`config.mk`:
```
export PLATFORM = sky130hd
export DESIGN_NAME = lprc_ctl
export DESIGN_NICKNAME = d
export VERILOG_FILES = /design/src/rtl/core/lprc_pkg.sv /design/src/rtl/core/lprc_ctl.sv
export SDC_FILE = /design/constraint.sdc
export NUM_CORES = 1
export LEC_CHECK = 0
export BUFFER_PORTS_ARGS = -buffer_cell sky130_fd_sc_hd__buf_2
export CAP_MARGIN = 20
export CORE_AREA = 10 10 47 49
export CTS_BUF_LIST = sky130_fd_sc_hd__clkbuf_16
export CTS_CLUSTER_DIAMETER = 40
export DETAILED_ROUTE_END_ITERATION = 8
export DIE_AREA = 0 0 57 59
export GPL_TIMING_DRIVEN = 0
export PLACE_DENSITY_LB_ADDON = 0.05
export SKIP_LAST_GASP = 1
export SLEW_MARGIN = 20
export SYNTH_ARGS = -nofsm -noshare
export SYNTH_HDL_FRONTEND = slang
export SYNTH_SLANG_ARGS = --single-unit
```
`constraint.sdc`:
```
create_clock -name clk -period 3 [get_ports clk]
set_clock_uncertainty 0.2 [all_clocks]
set_input_delay 0.15 -clock clk [delete_from_list [all_inputs] [get_ports clk]]
set_output_delay 0.15 -clock clk [all_outputs]
set_load 0.01 [all_outputs]
```
`src/rtl/core/lprc_pkg.sv`:
```
`timescale 1ns / 1ps
// Shared types, codes and sizes for the pointer region check block.
package lprc_pkg;

	localparam int MAX_REGIONS = 64;
	localparam int IDX_W       = (MAX_REGIONS > 1) ? $clog2(MAX_REGIONS) : 1;
	localparam int CNT_W       = $clog2(MAX_REGIONS + 1);
	localparam int ENT_W       = 7;
	localparam int ST_W        = 3;
	localparam int ACT_W       = 2;
	localparam int DATA_W      = 64;

	localparam logic [ACT_W-1:0] ACT_CLEAR    = 2'd0;
	localparam logic [ACT_W-1:0] ACT_INSERT   = 2'd1;
	localparam logic [ACT_W-1:0] ACT_CLASSIFY = 2'd2;

	localparam logic [ST_W-1:0] ST_OK       = 3'd0;
	localparam logic [ST_W-1:0] ST_NULL     = 3'd1;
	localparam logic [ST_W-1:0] ST_ODD      = 3'd2;
	localparam logic [ST_W-1:0] ST_NONCANON = 3'd3;
	localparam logic [ST_W-1:0] ST_OUTSIDE  = 3'd4;
	localparam logic [ST_W-1:0] ST_FULL     = 3'd5;

	localparam logic [DATA_W-1:0] ALIGN_MASK = 64'h0000_0000_0000_0001;
	localparam logic [DATA_W-1:0] HIGH_MASK  = 64'hffff_0000_0000_0000;

	typedef struct packed {
		logic [ACT_W-1:0]  action;
		logic [DATA_W-1:0] value;
		logic [DATA_W-1:0] region_start;
		logic [DATA_W-1:0] region_end;
	} in_t;

	typedef struct packed {
		logic             is_pointer;
		logic [ST_W-1:0]  status;
		logic [ENT_W-1:0] entries_used;
	} out_t;

	typedef struct packed {
		logic [DATA_W-1:0] lo_addr;
		logic [DATA_W-1:0] hi_addr;
	} region_t;

	typedef struct packed {
		logic            load;
		logic            clr_cnt;
		logic            srch_init;
		logic            srch_step;
		logic            sh_init;
		logic            sh_rd;
		logic            sh_wr;
		logic            ins_wr;
		logic            finish;
		logic            fin_hit;
		logic [ST_W-1:0] fin_status;
	} cmd_t;

	typedef struct packed {
		logic [ACT_W-1:0] action;
		logic             full;
		logic             val_zero;
		logic             val_odd;
		logic             val_noncanon;
		logic             lo_lt_hi;
		logic             ptr_gt_pos;
		logic             in_range;
	} sts_t;

endpackage

```
`src/rtl/core/lprc_ctl.sv`:
```
`timescale 1ns / 1ps
// Controller: sequences decode, binary search, entry shift, insert and result.
module lprc_ctl (
	input  logic           clk,
	input  logic           arst_n,
	input  logic           start,
	output logic           busy,
	input  lprc_pkg::sts_t sts,
	output lprc_pkg::cmd_t cmd
);
	import lprc_pkg::*;

	localparam logic [2:0] S_IDLE     = 3'd0;
	localparam logic [2:0] S_DECODE   = 3'd1;
	localparam logic [2:0] S_SRCH_RD  = 3'd2;
	localparam logic [2:0] S_SRCH_CMP = 3'd3;
	localparam logic [2:0] S_SH_RD    = 3'd4;
	localparam logic [2:0] S_SH_WR    = 3'd5;
	localparam logic [2:0] S_INS_WR   = 3'd6;
	localparam logic [2:0] S_FIN      = 3'd7;

	logic [2:0]      state_q;
	logic [2:0]      state_d;
	logic [ST_W-1:0] stat_q;
	logic [ST_W-1:0] stat_d;
	logic            hit_q;
	logic            hit_d;

	always_comb begin
		cmd     = '0;
		state_d = state_q;
		stat_d  = stat_q;
		hit_d   = hit_q;
		case (state_q)
			S_IDLE: begin
				if (start) begin
					cmd.load = 1'b1;
					state_d  = S_DECODE;
				end
			end
			S_DECODE: begin
				hit_d  = 1'b0;
				stat_d = ST_OK;
				state_d = S_FIN;
				case (sts.action)
					ACT_CLEAR: begin
						cmd.clr_cnt = 1'b1;
					end
					ACT_INSERT: begin
						if (sts.full) begin
							stat_d = ST_FULL;
						end else begin
							cmd.srch_init = 1'b1;
							state_d       = S_SRCH_RD;
						end
					end
					ACT_CLASSIFY: begin
						if (sts.val_zero) begin
							stat_d = ST_NULL;
						end else if (sts.val_odd) begin
							stat_d = ST_ODD;
						end else if (sts.val_noncanon) begin
							stat_d = ST_NONCANON;
						end else begin
							cmd.srch_init = 1'b1;
							state_d       = S_SRCH_RD;
						end
					end
					default: begin
						stat_d = ST_OK;
					end
				endcase
			end
			S_SRCH_RD: begin
				if (sts.lo_lt_hi) begin
					state_d = S_SRCH_CMP;
				end else if (sts.action == ACT_CLASSIFY) begin
					hit_d   = sts.in_range;
					stat_d  = sts.in_range ? ST_OK : ST_OUTSIDE;
					state_d = S_FIN;
				end else begin
					cmd.sh_init = 1'b1;
					state_d     = S_SH_RD;
				end
			end
			S_SRCH_CMP: begin
				cmd.srch_step = 1'b1;
				state_d       = S_SRCH_RD;
			end
			S_SH_RD: begin
				if (sts.ptr_gt_pos) begin
					cmd.sh_rd = 1'b1;
					state_d   = S_SH_WR;
				end else begin
					state_d = S_INS_WR;
				end
			end
			S_SH_WR: begin
				cmd.sh_wr = 1'b1;
				state_d   = S_SH_RD;
			end
			S_INS_WR: begin
				cmd.ins_wr = 1'b1;
				stat_d     = ST_OK;
				state_d    = S_FIN;
			end
			S_FIN: begin
				cmd.finish     = 1'b1;
				cmd.fin_hit    = hit_q;
				cmd.fin_status = stat_q;
				state_d        = S_IDLE;
			end
			default: begin
				state_d = S_IDLE;
			end
		endcase
	end

	always_ff @(posedge clk or negedge arst_n) begin
		if (!arst_n) begin
			state_q <= S_IDLE;
			stat_q  <= ST_OK;
			hit_q   <= 1'b0;
		end else begin
			state_q <= state_d;
			stat_q  <= stat_d;
			hit_q   <= hit_d;
		end
	end

	assign busy = (state_q != S_IDLE);
endmodule

```
## Word-level counts from Yosys, hierarchy flattened

Cells that the tools add are included.

| storage, ports and cells | value |
|---|---|
| bits in registers | 7 |
| logic and storage cells | 62 |
| input port bits | 12 |
| output and inout bits | 14 |

| operators by class | value |
|---|---|
| muxes and demuxes | 40 |
| reductions and logical operators | 7 |
| equal/unequal tests | 12 |

Operators by type and width:

| operator | number |
|---|---|
| $mux W3 | 12 |
| $pmux W3 S8 | 1 |
| $mux W1 | 17 |
| $eq A3 B3 Y1 const B | 4 |
| $pmux W3 S2 | 2 |
| $pmux W3 S3 | 1 |
| $mux W2 | 4 |
| $eq A3 B2 Y1 const B | 2 |
| $ne A2 B2 Y1 const B | 3 |
| $reduce_and A3 Y1 | 2 |
| $reduce_bool A3 Y1 | 2 |
| $mux W5 | 1 |
| $pmux W1 S2 | 2 |
| $eq A3 B1 Y1 const B | 1 |
| $logic_not A3 Y1 | 1 |
| $eq A2 B1 Y1 const B | 1 |
| $eq A2 B2 Y1 const B | 1 |
| $logic_not A2 Y1 | 1 |
| $reduce_bool A2 Y1 | 1 |

## Depth between registers and ports, before layout

| depth | value |
|---|---|
| word-level depth | 5 |
| gate-level depth with buffers | 6 |

## Worst setup path before layout

Ideal clock, no wire load.

| timing path | value |
|---|---|
| path kind | register to register |
| start | register state_q[1] |
| end | register stat_q[2] |
| data arrival time | 1.104 ns |
| clock period less this slack | 1.429 ns |
| stages on the path, launching flop included | 6 |
| setup slack | 1.571 ns |
| required time | 2.675 ns |
| path through | dfrtp_1 buf_6 nor2_8 nand2_2 o21a_4 mux2_4 |

| between the ends | value |
|---|---|
| cells in the longest elaborated chain, start to end | 3 |

Ends and longest elaborated chain:

| what | RTL line | source |
|---|---|---|
| start, declared | lprc_ctl.sv:22 | `logic [2:0] state_q;` |
| start signal, assigned | lprc_ctl.sv:125 | `state_q <= state_d;` |
| $eq A3 B2 Y1 (tied with other cells) | lprc_ctl.sv:34 | `case (state_q)` |
| $ne A2 B2 Y1 (no source line) / $reduce_bool A3 Y1 (equally long branches) | n/a |  |
| $reduce_and A3 Y1 (no source line) | n/a |  |
| end signal, assigned | lprc_ctl.sv:126 | `stat_q <= stat_d;` |
| end, declared | lprc_ctl.sv:24 | `logic [ST_W-1:0] stat_q;` |

Several ways; a longest one is shown, not always the timed one.
A chain may end at the register's enable or synchronous reset.

==> results by group <==
Run status
  • Status: complete, no violations

Synth
  • Mapped Cells: 71
  • Top post-synthesis cells by count: 7 x dfrtp_1, 6 x nor2_1, 5 x and2_1, 5 x inv_1, 5 x nand2_1
  • Most common flop cell mapped by yosys: dfrtp_1
  • Seq/Total Area, Yosys: 28.1%
  • Simple-Gate Fraction of Synth Area: 34.1%
  • Synth top area cells: dfrtp_1 28%, ha_1 6.0%, and2_1 5.0%
  • Yosys cell types: 33
  • Synth Area in Compound Gates: 22.2%
  • FF+latch count, synth: 7
  • Syn_area_per_cell: 8.79 sq um
  • XOR/XNOR share of the synthesized area: 0%
  • Synth Cell Area: 624 sq um
  • Mux cell area share after synthesis: 2.40%
  • Mapped Nets: 86
  • Count leader, synth: dfrtp_1
  • Synth Area in Adders: 6.01%
  • Yosys warns: 0
  • Count of flip-flops with a built-in enable after synthesis: 0
  • Cell taking the most area after synthesis: dfrtp_1
  • Area share of the largest cell type after synthesis: 28.1%
  • Main combinational cell family by area after synthesis: simple AND/OR/NAND/NOR gates
  • Synth async-reset ratio: 100%

Placed design
  • GPL Wtd Cong: 0.791
  • Placed wire-length estimate: 1.30 mm
  • # port buffers: 25
  • Setup WS pre-CTS: 1410 ps
  • Placed insts: 112

GRT
  • First-pass GRT wire length: 2.70 mm
  • Largest net degree at the start of global routing: 11
  • Number of global-route vias before repair: 584
  • Total global-route track usage: 9.89%
  • Grt ovf: 0
  • Initial antenna violation count: 0

Routing
  • DRT Pass-1 Iters: 4
  • Initial DRC count: 17
  • Vias per inst: 5.27
  • Final ANT Viol Nets: 0
  • Drt wl/cell: 14.1 um
  • DRC viols: 0
  • Total detailed-routing wirelength: 1.65 mm
  • Vias: 617

STA
  • Hold WS: 85.0 ps
  • Final Critical Period: 1740 ps
  • Final setup fails: 0
  • Slew HR: 82.9%
  • Ratio of final minimum period to clock period: 57.8%
  • Final setup margin: 1260 ps
  • Final hold vios: 0
  • Fin Setup TNS: 0 ps
  • F_max: 576 MHz
  • Worst Max-Slew Pin Slew: 257 ps
  • RSZ-0062 raised after global routing: false
  • Final Slew Violations: 0

Floorplan
  • Core Rows: 14
  • Core area: 1400 sq um
  • Die Footprint: 3360 sq um
  • Initial Util: 44.6%
  • Ports: 26
  • Chip width: 57 um
  • Chip height: 59 um

Power and ir drop
  • Pwr dens: 942 nW/um^2
  • Clk network pwr share: 27.1%
  • Leak: 0.458 nW
  • Seq pwr share: 21.0%
  • Max VDD drop: 374 uV
  • Pint: 495 uW
  • Logic pwr share: 51.8%
  • Sw power: 314 uW
  • Net Sw Frac: 38.8%

Worst setup path
  • Crit-path max FO: 10
  • Critical Path Source: state_q[1]$_DFFE_PN0P_
  • Worst Setup End Kind: primary output
  • CP arrival: 1390 ps
  • Worst R2R Start: state_q[0]$_DFFE_PN0P_
  • Critical Path Source Type: flip-flop
  • WP data required: 2650 ps
  • Kind of critical path: flip-flop to primary output

Final layout
  • Non-Filler Instances: 117
  • Syn-to-layout area delta: 37.5%
  • Layout cells sized above 1: 37.6%
  • N_diodes: 0
  • Nets: 117

Clock network
  • Post-CTS setup buffers: 0
  • CTS tree: done
  • CTS Buf Count: 3
  • Post-cts sizing count: 0
  • # clock sinks: 7
  • Clk pin slew, worst setup/hold paths: 30 ps
  • Clock Path Buffers: 2
  • CTS root buf: clkbuf_16
  • Skew-Pair Late Insertion Delay: 230 ps
  • H-tree depth: 1

Min path
  • Worst min path class: input pin to async pin

Job
  • Max_cap viols: 0
==> final timing paths <==
path,end,slack [ps],depth (start not counted)
max,cmd[10],1260,4
min,hit_q$_DFFE_PN0P_,90,2
max in group asynchronous,stat_q[2]$_DFFE_PN0P_,2360,2
min reg2reg,stat_q[0]$_DFFE_PN0P_,290,1
min in group clk,state_q[2]$_DFFE_PN0P_,90,4
max reg2reg,stat_q[2]$_DFFE_PN0P_,1470,3
==> cell type report <==
class | instances | area (sq um)
multi-input cells | 56 | 404
plain buffers | 2 | 22.5
well taps | 16 | 20.0
clock inverters | 1 | 3.75
fillers | 143 | 543
clock buffers | 3 | 75.1
repair buffers | 26 | 135
flip-flops and latches | 7 | 175
inverters | 6 | 22.5
==> cells in the final DEF (no fill, tap or decap), drive strengths merged, types with 2 or more instances in the layout <==
cell type,Yosys,layout
and2,5,5
a32o,2,2
and3,3,3
dfrtp,7,7
a21oi,4,4
buf,2,27
nand2b,4,4
nand2,6,6
o31ai,3,3
ha,3,3
inv,6,7
clkbuf,0,3
nor2,8,8
o21ai,4,4
==> power groups by stage <==
stage / combinational [mW] / sequential, mW / clock [mW]
after global placement: 0.415 / 0.169 / 0
after global routing: 0.461 / 0.178 / 0.229
after detailed placement: 0.417 / 0.171 / 0
after floorplan: 0.320 / 0.162 / 0
after CTS: 0.423 / 0.173 / 0.223
final: 0.419 / 0.170 / 0.219
==> repair_timing <==
| item | in CTS | in global routing |
|---|---|---|
| hold endpoints to repair | 7 | 0 |
| setup endpoints to repair | 0 | 0 |
| hold buffers | 1 | 0 |
==> flip-flops by register name (all words and copies together), names as in the netlist <==
signal / flops
stat_q: 3
state_q: 3
hit_q: 1
==> metal layers <==
layer | global-route usage (%) | routed length [um] | part of all wire [%] | vias to the layer above
li1 | - | - | - | 313
met1 | 11.5 | 736 | 45 | 279
met2 | 15.2 | 775 | 47 | 21
met3 | 3.43 | 103 | 6.2 | 4
met4 | 6.04 | 36 | 2.2 | 0
met5 | 0 | 0 | 0 | -
==> logic make-up after synthesis <==
group | Yosys count
muxes | 1
buffers and inverters | 8
AOI/OAI and AO/OA | 19
DFF | 7
and+or+nand+nor | 33
adders and majority gates | 3
==> per-stage QoR <==
step / cell area, sq um / utilization (%) / total power [mW]
4_1_cts: 858 / 61.3 / 0.818
5_1_grt: 858 / 61.3 / 0.867
6_report: 858 / 61.3 / 0.809
3_3_place_gp: 769 / 54.9 / 0.584
2_1_floorplan: 624 / - / 0.482
3_5_place_dp: 769 / 54.9 / 0.588
==> worst max-delay path, stage by stage, from the launching register on <==
cell and delay [ps]:
dfrtp_1 410, buf_6 170, nor3b_4 260, and3_1 190, buf_2 120
Note: power is estimated with default switching activity, not from simulation.
